[config.mk]
export PLATFORM = sky130hd
export DESIGN_NAME = fpc_ctrl
export DESIGN_NICKNAME = d
export VERILOG_FILES = /design/src/rtl/fpc_pkg.sv /design/src/rtl/fpc_ctrl.sv
export SDC_FILE = /design/constraint.sdc
export NUM_CORES = 1
export LEC_CHECK = 0
export ABC_AREA = 1
export BUFFER_PORTS_ARGS = -buffer_cell sky130_fd_sc_hd__buf_2
export CORE_UTILIZATION = 38
export DETAILED_ROUTE_END_ITERATION = 6
export PLACE_DENSITY = 0.8
export SETUP_SLACK_MARGIN = 0.5
export SLEW_MARGIN = 20
export SYNTH_ARGS = -nofsm -noshare
export SYNTH_HDL_FRONTEND = slang
export SYNTH_SLANG_ARGS = --single-unit
export TNS_END_PERCENT = 10
[constraint.sdc]
create_clock -name clk_i -period 1.3 [get_ports clk_i]
set_clock_uncertainty 0.05 [all_clocks]
set_input_delay 0.13 -clock clk_i [delete_from_list [all_inputs] [get_ports clk_i]]
set_output_delay 0.13 -clock clk_i [all_outputs]
set_load 0.1 [all_outputs]
[src/rtl/fpc_pkg.sv]
`timescale 1ns / 1ps

package fpc_pkg;

  localparam int UserW     = 10;
  localparam int FeatIdxW  = 4;
  localparam int ValW      = 16;
  localparam int QW        = 15;
  localparam int OneQ14    = 16384;
  localparam int RhsShift  = 30;
  localparam int DsqW      = 2 * QW;

  typedef enum logic {
    OP_WRITE = 1'b0,
    OP_QUERY = 1'b1
  } fpc_op_e;

  typedef struct packed {
    logic                     opcode;
    logic [UserW-1:0]         user_a;
    logic [UserW-1:0]         user_b;
    logic [FeatIdxW-1:0]      feature_index;
    logic signed [ValW-1:0]   feature_value;
  } fpc_in_t;

  typedef struct packed {
    logic signed [ValW-1:0]   correlation;
    logic                     degenerate;
  } fpc_out_t;

  typedef enum logic [4:0] {
    ST_IDLE,
    ST_RED,
    ST_WR,
    ST_BASE,
    ST_RA,
    ST_RB,
    ST_CY,
    ST_P0,
    ST_P1,
    ST_P2,
    ST_P3,
    ST_Q0,
    ST_Q1,
    ST_Q2,
    ST_Q3,
    ST_CHK,
    ST_MC,
    ST_MP,
    ST_BS,
    ST_MB,
    ST_OUT
  } fpc_state_e;

  typedef struct packed {
    logic load_in;
    logic red_step;
    logic wr;
    logic base;
    logic rd_a;
    logic rd_b;
    logic cap_x;
    logic cap_y;
    logic p0;
    logic p1;
    logic p2;
    logic p3;
    logic q0;
    logic q1;
    logic q2;
    logic q3;
    logic mul_cov;
    logic mul_vv;
    logic mul_run;
    logic take_c;
    logic take_p;
    logic bs_load;
    logic bs_cmp;
    logic out_load;
  } fpc_cmd_t;

  typedef struct packed {
    logic is_query;
    logic red_last;
    logic feat_last;
    logic degen;
    logic mul_zero;
    logic bs_more;
    logic out_free;
  } fpc_status_t;

endpackage

[src/rtl/fpc_ctrl.sv]
`timescale 1ns / 1ps

module fpc_ctrl import fpc_pkg::*; (
  input  logic        clk_i,
  input  logic        rst_ni,
  input  logic        in_valid_i,
  output logic        in_stall_o,
  input  fpc_status_t status_i,
  output fpc_cmd_t    cmd_o
);

  fpc_state_e state_q, state_d;

  always_ff @(posedge clk_i or negedge rst_ni) begin
    if (!rst_ni) begin
      state_q <= ST_IDLE;
    end else begin
      state_q <= state_d;
    end
  end

  always_comb begin
    state_d    = state_q;
    cmd_o      = '0;
    in_stall_o = (state_q != ST_IDLE);
    case (state_q)
      ST_IDLE: begin
        if (in_valid_i) begin
          cmd_o.load_in = 1'b1;
          state_d = ST_RED;
        end
      end
      ST_RED: begin
        cmd_o.red_step = 1'b1;
        if (status_i.red_last) begin
          state_d = status_i.is_query ? ST_BASE : ST_WR;
        end
      end
      ST_WR: begin
        cmd_o.wr = 1'b1;
        state_d = ST_IDLE;
      end
      ST_BASE: begin
        cmd_o.base = 1'b1;
        state_d = ST_RA;
      end
      ST_RA: begin
        cmd_o.rd_a = 1'b1;
        state_d = ST_RB;
      end
      ST_RB: begin
        cmd_o.rd_b  = 1'b1;
        cmd_o.cap_x = 1'b1;
        state_d = ST_CY;
      end
      ST_CY: begin
        cmd_o.cap_y = 1'b1;
        state_d = ST_P0;
      end
      ST_P0: begin
        cmd_o.p0 = 1'b1;
        state_d = ST_P1;
      end
      ST_P1: begin
        cmd_o.p1 = 1'b1;
        state_d = ST_P2;
      end
      ST_P2: begin
        cmd_o.p2 = 1'b1;
        state_d = ST_P3;
      end
      ST_P3: begin
        cmd_o.p3 = 1'b1;
        state_d = status_i.feat_last ? ST_Q0 : ST_RA;
      end
      ST_Q0: begin
        cmd_o.q0 = 1'b1;
        state_d = ST_Q1;
      end
      ST_Q1: begin
        cmd_o.q1 = 1'b1;
        state_d = ST_Q2;
      end
      ST_Q2: begin
        cmd_o.q2 = 1'b1;
        state_d = ST_Q3;
      end
      ST_Q3: begin
        cmd_o.q3 = 1'b1;
        state_d = ST_CHK;
      end
      ST_CHK: begin
        if (status_i.degen) begin
          state_d = ST_OUT;
        end else begin
          cmd_o.mul_cov = 1'b1;
          state_d = ST_MC;
        end
      end
      ST_MC: begin
        if (status_i.mul_zero) begin
          cmd_o.take_c = 1'b1;
          cmd_o.mul_vv = 1'b1;
          state_d = ST_MP;
        end else begin
          cmd_o.mul_run = 1'b1;
        end
      end
      ST_MP: begin
        if (status_i.mul_zero) begin
          cmd_o.take_p = 1'b1;
          state_d = ST_BS;
        end else begin
          cmd_o.mul_run = 1'b1;
        end
      end
      ST_BS: begin
        if (status_i.bs_more) begin
          cmd_o.bs_load = 1'b1;
          state_d = ST_MB;
        end else begin
          state_d = ST_OUT;
        end
      end
      ST_MB: begin
        if (status_i.mul_zero) begin
          cmd_o.bs_cmp = 1'b1;
          state_d = ST_BS;
        end else begin
          cmd_o.mul_run = 1'b1;
        end
      end
      ST_OUT: begin
        if (status_i.out_free) begin
          cmd_o.out_load = 1'b1;
          state_d = ST_IDLE;
        end
      end
      default: begin
        state_d = ST_IDLE;
      end
    endcase
  end

endmodule

==> results of run 1 <==
synthesized netlist by cell type:
cell	count
nand3_1	9
nor2_2	4
nor2_1	28
buf_4	2
o21bai_1	1
o21ai_1	1
nand3b_1	1
nand4_1	2
nor3_1	1
inv_1	19
inv_2	2
dfrtp_1	5
nand2_2	2
o21ai_0	4
nand2_1	30
nor2_4	2
per-stage QoR:
| step | cell area [µm²] | instances |
|---|---|---|
| 2_1_floorplan | 683 | 113 |
| 3_3_place_gp | 1350 | 177 |
logic make-up after synthesis:
group / Yosys count
flops: 5
buf+inv: 23
simple gates: 79
compound gates: 6
==> flow_metrics.py, run 1 <==
metrics = {
    "status": {
        "outcome": "aborted with a tool error",
        "failing_step": "detailed placement (3_5_place_dp)",
        "firstError": "[ERROR DPL-0033] detailed placement checks failed during check placement.",
    },
    "synth": {
        "synth_mux_area_share_pct": 0,
        "synth_compound_area_share_pct": 5.43,
        "syn_inst": 113,
        "avgSynthCellArea_um2": 5.30,
        "synthAdderAreaFrac_pct": 0,
        "yosysTopAreaCell": "dfrtp_1",
        "ys_seq_area_share_pct": 20.9,
        "synth.distinct_cells": 16,
        "synth-xor-area-share_pct": 0,
        "ys_warn_count": 0,
        "synth_nets": 123,
        "syn_area_um2": 599,
        "synth_area_leaders": "dfrtp_1, nand2_1, nor2_1, inv_1, nand3_1",
        "ys_ff_latch": 5,
        "yosys.area_share.simple_pct": 58.0,
        "synth_top_area_share_pct": 20.9,
        "synth_top_family_by_area": "simple AND/OR/NAND/NOR gates",
    },
    "floorplan": {
        "start_util_pct": 43.3,
        "ios": 35,
        "die_h_um": 41.7,
        "die_x_um": 41.7,
        "rows": 13,
    },
    "placement": {
        "hpwl_um": 2720,
        "routabilityCongestion": 0.950,
        "io_buffers": 34,
    },
}
==> run 2: changes to the inputs <==
- CORE_AREA: unset -> 2 2 63 65
- CORE_UTILIZATION: 38 -> unset
- DIE_AREA: unset -> 0 0 65 67
- PLACE_DENSITY: 0.8 -> unset
- PLACE_DENSITY_LB_ADDON: unset -> 0.15
- SETUP_SLACK_MARGIN: 0.5 -> unset
- clock period: 1.3 -> 1.7 ns (I/O delays scaled with it)
==> run 2 against run 1 <==
Area after synthesis unchanged. The flow now finishes without violations. Synthesized cell count unchanged.
==> flow_metrics.py, run 2 <==
metrics = {
    "cells_and_area": {
        "top_register": "state_q",
        "largestRegisters": "state_q: 5 flops",
        "nNetsFinal": 166,
        "largest_reg_flops": 5,
        "stdcell_area_um2": 1380,
        "final_cell_mix": "nand2_1, buf_12, inv_1",
        "area_growth_pct": 130,
        "drive_gt1_share_pct": 52.3,
        "stdcell_count": 203,
        "antenna_cells": 0,
    },
    "synth": {
        "synth-edff-count": 0,
        "synth.distinct_cells": 16,
        "synth_top_area_share_pct": 20.9,
        "syn_inst": 113,
        "yosysMostFrequentCell": "nand2_1",
        "ys_ff_latch": 5,
        "synth-xor-area-share_pct": 0,
        "ys_top_cells_by_count": "nand2_1, nor2_1, inv_1, nand3_1, dfrtp_1",
        "yosys_most_used_dff": "dfrtp_1",
        "ys_warn_count": 0,
        "synth_area_leaders": "dfrtp_1, nand2_1, nor2_1, inv_1, nand3_1",
        "avgSynthCellArea_um2": 5.30,
        "yosys.area_share.simple_pct": 58.0,
        "synth_nets": 123,
        "synthAdderAreaFrac_pct": 0,
        "yosysTopAreaCell": "dfrtp_1",
        "async_flop_share_pct": 100,
        "ys_seq_area_share_pct": 20.9,
        "synth_top_family_by_area": "simple AND/OR/NAND/NOR gates",
        "synth_mux_area_share_pct": 0,
        "syn_area_um2": 599,
        "synth_compound_area_share_pct": 5.43,
    },
    "global_route": {
        "antenna_found_initial": 0,
        "globalRouteMet1Util_pct": 12.5,
        "grtUsageMet3_pct": 3.89,
        "track_usage_pct": 10.7,
        "use_met2_pct": 17.9,
        "grt_overflow": 0,
        "first_global_vias": 805,
        "grt_pass1_wl_um": 3550,
        "grt_max_degree": 8,
        "busiest_layer": "met2",
    },
    "power_and_ir_drop": {
        "power.total_mw": 2.70,
        "switching_share_pct": 61.1,
        "ir_drop_mv": 1.05,
        "switchingPower_mw": 1.65,
        "power.density_nw_per_um2": 1960,
        "internal-power_mw": 1.05,
        "p_seq_share_pct": 10.3,
        "comb_power_share_pct": 81.6,
        "clockPowerShare_pct": 8.1,
        "p_leak_nw": 0.681,
    },
    "sta": {
        "rsz0062_at_grt": "true",
        "fin_ws_ns": 0.0207,
        "slew_viol_final": 0,
        "setup_violations": 0,
        "period_needed_ns": 1.68,
        "relSlewSlack_pct": 81.4,
        "min_period_over_period_pct": 98.8,
        "max_freq_ghz": 0.595,
        "hold_viol": 0,
        "worst_pin_slew_ns": 0.278,
    },
    "detailed_routing": {
        "avgViaCountPerCell": 3.98,
        "wirelength_um": 2160,
        "ant_nets": 0,
        "wire_per_inst_um": 10.6,
        "drt-initial-drc-count": 29,
        "firstDrtPassIters": 4,
        "dr_total_vias": 808,
        "drcViolationCount": 0,
    },
    "floorplan": {
        "start_util_pct": 16.6,
        "core_um2": 3610,
        "rows": 22,
        "die_x_um": 65,
        "ios": 35,
        "die_h_um": 67,
        "die-area_um2": 4360,
    },
    "placement": {
        "place_ws_ns": 0.109,
        "numPlacedInstances": 196,
        "io_buffers": 34,
        "dpl-instance-area_um2": 1280,
        "hpwl_um": 1840,
        "routabilityCongestion": 0.886,
    },
    "clocking": {
        "cts_root_buffer": "clkbuf_8",
        "clk_latency_ns": 0.22,
        "numCtsBuffers": 3,
        "cts_tree": "done",
        "clk_pin_slew_ns": 0.04,
        "cts.sinks": 5,
        "htreeDepth": 1,
        "cts_buffer_depth": 2,
    },
    "critical_path": {
        "critical_path_class": "register to output pin",
        "regToRegSetupSlack_ns": 0.25,
        "startpoint_type": "register",
        "arrival_ns": 1.46,
        "startpoint": "state_q[3]$_DFFE_PN0P_",
        "regToRegStartpoint": "state_q[3]$_DFFE_PN0P_",
        "crit_fanout": 6,
        "required_ns": 1.48,
        "end_kind": "output pin",
    },
    "status": {
        "outcome": "complete, no violations",
    },
    "flow_run": {
        "maxCapViolCount": 0,
    },
    "hold_path": {
        "hold_class": "primary input to asynchronous set/reset pin",
    },
}
==> run 2: cell counts after synthesis <==
Identical to the previous run, type by type.
==> run 2: logic make-up (layout without fill, tap and decap cells) <==
logic type	count (synthesis)	after routing
buffers and inverters	23	65
DFF	5	5
AOI/OAI and AO/OA	6	6
and+or+nand+nor	79	79
==> run 2: power groups by stage <==
stage / Combinational (mW) / Sequential (mW) / Clock [mW]
after global placement: 2.13 / 0.264 / 0
after CTS: 2.16 / 0.274 / 0.226
after floorplan: 1.43 / 0.245 / 0
after detailed placement: 2.13 / 0.266 / 0
final: 2.21 / 0.277 / 0.220
after global routing: 2.33 / 0.290 / 0.233
==> run 2: timing repair <==
action	CTS	global route
hold endpoints to repair	5	0
pin swaps	1	3
endpoints found under the setup margin	15	21
gates resized for setup	8	9
setup buffers	0	2
hold buffers	1	0
==> run 2: cell type report <==
class	count	area, µm²
multi-input combinational	85	472
clock buffer	4	45.0
sequential	5	130
tap	48	60.1
timing repair buffer	40	593
fill	389	2230
inverter	21	78.8
==> run 2: path summary, 6_finish.rpt <==
kind,cells past startpoint,end
worst max-delay path,7,cmd_o[20]
worst min-delay path,2,state_q[3]$_DFFE_PN0P_
worst max register to register,9,state_q[1]$_DFFE_PN0P_
worst min register to register,2,state_q[1]$_DFFE_PN0P_
max in group asynchronous,2,state_q[0]$_DFFE_PN0P_
min in group clk_i,3,state_q[3]$_DFFE_PN0P_
==> run 2: critical path, stage by stage, from the launching register on <==
cell,delay (ns)
dfrtp_2,0.45
nor2_4,0.16
nand2_2,0.08
buf_4,0.16
inv_1,0.07
nand2_1,0.08
inv_2,0.07
buf_12,0.17
==> run 2: per-stage QoR <==
step	utilization [%]	hold slack, ns	setup TNS [ns]
2_1_floorplan	-	-0.176	-2.80
3_3_place_gp	35.4	-0.0609	0
3_5_place_dp	35.4	-0.0584	0
4_1_cts	37.3	0.244	-0.0699
5_1_grt	38.2	0.258	-0.300
6_report	38.2	0.243	0
==> run 2: layer usage <==
metal,wire length (µm),vias to the layer above
met1,881,348
li1,-,426
met2,1050,28
met5,0,-
met4,56,0
met3,172,6
(Power assumes the default switching activity.)
==> run 3: changes to the inputs <==
- SETUP_SLACK_MARGIN: unset -> 0.5
==> run 3 against run 2 <==
Flip-flop and latch count did not move. Critical path depth did not move. Clock power barely moved. Setup slack improved by 0.059 ns. Critical endpoint unchanged. Largest power group unchanged.
==> flow_metrics.py, run 3 (synthesis results as in run 2) <==
metrics = {
    "placement": {
        "io_buffers": 34,
        "hpwl_um": 1840,
        "routabilityCongestion": 0.886,
        "numPlacedInstances": 196,
    },
    "sta": {
        "worst_pin_slew_ns": 0.185,
        "slew_viol_final": 0,
        "setup_violations": 0,
        "rsz0062_at_grt": "true",
        "relSlewSlack_pct": 87.6,
        "period_needed_ns": 1.62,
        "min_period_over_period_pct": 95.3,
        "max_freq_ghz": 0.617,
        "hold_viol": 0,
    },
    "detailed_routing": {
        "drt-initial-drc-count": 32,
        "avgViaCountPerCell": 4.08,
        "wirelength_um": 2340,
        "drcViolationCount": 0,
        "dr_total_vias": 860,
        "firstDrtPassIters": 5,
        "wire_per_inst_um": 11.1,
        "ant_nets": 0,
    },
    "clocking": {
        "clk_latency_ns": 0.22,
        "cts_buffer_depth": 2,
        "numCtsBuffers": 3,
        "cts_tree": "done",
        "cts.sinks": 5,
        "htreeDepth": 1,
        "cts_root_buffer": "clkbuf_8",
        "clk_pin_slew_ns": 0.04,
    },
    "floorplan": {
        "die_h_um": 67,
        "core_um2": 3610,
        "ios": 35,
        "die_x_um": 65,
        "start_util_pct": 16.6,
        "die-area_um2": 4360,
        "rows": 22,
    },
    "critical_path": {
        "startpoint_type": "register",
        "arrival_ns": 1.40,
        "crit_fanout": 5,
        "end_kind": "output pin",
        "required_ns": 1.48,
        "critical_path_class": "register to output pin",
    },
    "global_route": {
        "grt_max_degree": 7,
        "first_global_vias": 881,
        "grt_pass1_wl_um": 3850,
        "grt_overflow": 0,
        "antenna_found_initial": 0,
        "track_usage_pct": 11.5,
    },
    "cells_and_area": {
        "largestRegisters": "state_q: 5 flops",
        "stdcell_count": 211,
        "area_growth_pct": 147,
        "antenna_cells": 0,
        "nNetsFinal": 174,
        "top_register": "state_q",
        "largest_reg_flops": 5,
        "drive_gt1_share_pct": 60.1,
        "fin_util_pct": 41.0,
        "final_common_cell": "buf_12",
        "final_cell_mix": "buf_12, nand2_1, nor2_2",
    },
    "power_and_ir_drop": {
        "power.total_mw": 2.92,
        "p_leak_nw": 0.731,
        "ir_drop_mv": 1.21,
        "power.density_nw_per_um2": 1980,
    },
    "hold_path": {
        "hold_class": "primary input to asynchronous set/reset pin",
    },
    "flow_run": {
        "maxCapViolCount": 0,
    },
    "status": {
        "outcome": "complete, no violations",
    },
}
[run 3: cell count changes in the layout (fill, tap and decap cells not counted), moves of 2 or more]
| cell | delta |
|---|---|
| nand2_4 | +2 |
| inv_1 | -3 |
| inv_2 | +2 |
| nand2_1 | -4 |
| nor2_4 | +2 |
| nand2_2 | +2 |
| buf_4 | +7 |
[run 3: area by class of cell]
cell class,instances,area [µm²]
Fill cell,367,2130
Timing Repair Buffer,48,657
Multi-Input combinational cell,85,504
Sequential cell,5,131
Inverter,21,81.3
Tap cell,48,60.1
Clock buffer,4,45.0
[run 3: routing by layer]
layer	track usage, %	vias up	share of wire [%]
met3	3.89	6	7.1
met5	0	-	0
met4	3.72	0	2.4
li1	-	440	-
met1	13.2	384	40
met2	20.1	30	50
[run 3: per-stage QoR]
stage	hold slack (ns)	TNS [ns]	area, µm²	setup WS (ns)
after floorplan	-0.176	-2.80	663	-0.428
after global placement	-0.0609	0	1280	0.151
after detailed placement	-0.0584	0	1280	0.109
after CTS	0.244	0	1430	0.0938
after global routing	0.258	0	1480	0.0378
final	0.241	0	1480	0.0799
[run 3: final timing paths]
| kind | start | end | slack [ns] | depth (start not counted) |
|---|---|---|---|---|
| max | state_q[3]$_DFFE_PN0P_ | cmd_o[20] | 0.08 | 7 |
| min | rst_ni | state_q[3]$_DFFE_PN0P_ | 0.24 | 2 |
| max reg2reg | state_q[3]$_DFFE_PN0P_ | state_q[1]$_DFFE_PN0P_ | 0.27 | 9 |
| min reg2reg | state_q[1]$_DFFE_PN0P_ | state_q[1]$_DFFE_PN0P_ | 0.57 | 2 |
| max in group asynchronous | rst_ni | state_q[0]$_DFFE_PN0P_ | 1.21 | 2 |
| min in group clk_i | status_i[4] | state_q[3]$_DFFE_PN0P_ | 0.24 | 3 |
[run 3: where the power goes]
part           total [mW]  switching (mW)  internal [mW]  leakage, nW
logic                2.42            1.59          0.829        0.651
registers           0.280          0.0984          0.182       0.0574
clock network       0.222          0.0612          0.161       0.0228
total                2.92            1.75           1.17        0.731
[run 3: timing repair]
item,CTS,global route
buffers inserted,7,3
cloned,0,0
pin swaps,4,2
hold buffers,1,0
endpoints found under the hold margin,5,0
resized for setup,24,8
setup endpoints to repair,30,30
[run 3: critical path, cell delays in order (launching register included)]
cell and delay (ns):
dfrtp_2 0.44, nor2_4 0.13, nand2_2 0.09, buf_4 0.16, inv_2 0.06, nand2_2 0.05
inv_2 0.07, buf_12 0.16
==> run 4: changes to the inputs <==
- clock period: 1.7 -> 1.35 ns (I/O delays scaled with it)
==> run 4 against run 3 <==
The run now ends with negative setup slack left. Design area is 7.4% higher. Routed wire length is 0.30% lower. Critical path depth stayed put. Via count is 1.3% higher. Critical endpoint unchanged. Largest cell class unchanged. Highest routed layer unchanged.
==> flow_metrics.py, run 4 (synthesis results as in run 2) <==
metrics = {
    "status": {
        "outcome": "finished with violations",
        "failed_checks": "negative setup slack",
    },
    "floorplan": {
        "start_util_pct": 16.6,
        "ios": 35,
        "die-area_um2": 4360,
        "die_h_um": 67,
        "core_um2": 3610,
        "die_x_um": 65,
        "rows": 22,
    },
    "critical_path": {
        "end_kind": "output pin",
        "slowest_delay_ns": 0.43,
        "regToRegSetupSlack_ns": -0.11,
        "crit_fanout": 4,
        "required_ns": 1.16,
        "critical_path_class": "register to output pin",
        "startpoint_type": "register",
        "arrival_ns": 1.43,
        "slowest_stage": "dfrtp_2",
        "cp_cell_sequence": "nor2_4 > nand2_2 > buf_4 > inv_1 > nand2_1 > inv_2 > buf_12",
    },
    "clocking": {
        "cts_tree": "done",
        "cts_buffer_depth": 2,
        "numCtsBuffers": 3,
        "htreeDepth": 1,
        "clk_latency_ns": 0.22,
        "clk_pin_slew_ns": 0.04,
        "cts.sinks": 5,
        "cts_root_buffer": "clkbuf_8",
    },
    "cells_and_area": {
        "largest_reg_flops": 5,
        "area_growth_pct": 165,
        "final_cell_mix": "buf_12, nand2_1, buf_4",
        "largestRegisters": "state_q: 5 flops",
        "drive_gt1_share_pct": 62.1,
        "nNetsFinal": 185,
        "final_common_cell": "buf_12",
        "antenna_cells": 0,
        "fillers": 376,
        "stdcell_area_um2": 1590,
        "top_register": "state_q",
    },
    "detailed_routing": {
        "wire_per_inst_um": 10.5,
        "wirelength_um": 2330,
        "firstDrtPassIters": 4,
        "drcViolationCount": 0,
        "avgViaCountPerCell": 3.92,
        "drt-initial-drc-count": 19,
        "dr_total_vias": 871,
        "ant_nets": 0,
    },
    "sta": {
        "setup_violations": 30,
        "relSlewSlack_pct": 84.5,
        "min_period_over_period_pct": 119,
        "hold_viol": 0,
        "worst_pin_slew_ns": 0.232,
        "rsz0062_at_grt": "true",
        "max_freq_ghz": 0.620,
        "fin_ws_ns": -0.263,
        "period_needed_ns": 1.61,
        "slew_viol_final": 0,
    },
    "global_route": {
        "grt_pass1_wl_um": 4080,
        "antenna_found_initial": 0,
        "grt_overflow": 0,
        "first_global_vias": 914,
        "track_usage_pct": 12.1,
        "grt_max_degree": 8,
    },
    "hold_path": {
        "hold_class": "primary input to asynchronous set/reset pin",
    },
    "power_and_ir_drop": {
        "p_leak_nw": 0.778,
        "power.total_mw": 3.90,
        "ir_drop_mv": 1.51,
        "power.density_nw_per_um2": 2460,
    },
    "placement": {
        "dpl-instance-area_um2": 1410,
        "hpwl_um": 1930,
        "io_buffers": 34,
        "routabilityCongestion": 0.813,
    },
    "flow_run": {
        "maxCapViolCount": 0,
    },
}
run 4: cell count changes in the layout (fill, tap and decap cells not counted):
cell / previous run / this run
buf_12: 25 / 26
buf_4: 12 / 21
buf_6: 1 / 2
dfrtp_1: 0 / 2
dfrtp_2: 5 / 3
inv_1: 12 / 10
inv_2: 8 / 10
nand2_1: 21 / 22
nand2_2: 8 / 9
nand2_4: 3 / 1
nor2_2: 13 / 8
nor2_4: 9 / 14
run 4: area by class of cell:
type	instances	area (µm²)	area share, %
well taps	48	60.1	3.78
flip-flops and latches	5	129	8.12
repair buffers	59	756	47.6
clock buffers	4	45.0	2.84
multi-input cells	85	517	32.5
inverters	21	81.3	5.12
run 4: metal layers:
metal / up-vias / global-route usage [%] / share of wire [%]
met4: 0 / 2.39 / 0.99
met2: 22 / 21.5 / 53
met3: 2 / 4.56 / 5.1
met5: - / 0 / 0
li1: 461 / - / -
met1: 386 / 13.9 / 41
run 4: worst paths after layout:
| path | from | endpoint | depth (start not counted) |
|---|---|---|---|
| max in group asynchronous | rst_ni | state_q[0]$_DFFE_PN0P_ | 2 |
| hold reg to reg | state_q[0]$_DFFE_PN0P_ | state_q[0]$_DFFE_PN0P_ | 2 |
| setup / recovery | state_q[3]$_DFFE_PN0P_ | cmd_o[20] | 7 |
| setup reg to reg | state_q[2]$_DFFE_PN0P_ | state_q[0]$_DFFE_PN0P_ | 11 |
| min in group clk_i | status_i[4] | state_q[3]$_DFFE_PN0P_ | 3 |
| hold / removal | rst_ni | state_q[2]$_DFFE_PN0P_ | 2 |
run 4: power by group:
part / internal, mW / switching, mW
clock: 0.202 / 0.0699
sequential: 0.224 / 0.106
combinational: 1.24 / 2.06
total: 1.67 / 2.23
run 4: metrics by stage:
stage	hold slack, ns	utilization [%]	setup slack [ns]	instances	setup TNS (ns)
after floorplan	-0.211	-	-0.743	113	-10.28
after detailed placement	-0.0941	39.1	-0.128	211	-1.49
after global routing	0.250	44.0	-0.321	222	-7.20
final	0.206	44.0	-0.263	222	-5.09
after global placement	-0.0931	39.1	-0.111	211	-1.29
after CTS	0.208	42.4	-0.257	217	-5.27
run 4: repair_timing:
action                                 in CTS  in global routing
buffers inserted                            1                  5
endpoints found under the hold margin       5                  0
gates resized for setup                    26                  6
setup endpoints to repair                  30                 30
pin swaps                                   8                  6
hold buffers                                1                  0
gates cloned                                0                  0
run 4: worst max-delay path: cells and delay by family (launching register included):
kind,cells,cell delay (ns)
buffers and inverters,4,0.43
DFF,1,0.43
and+or+nand+nor,3,0.35
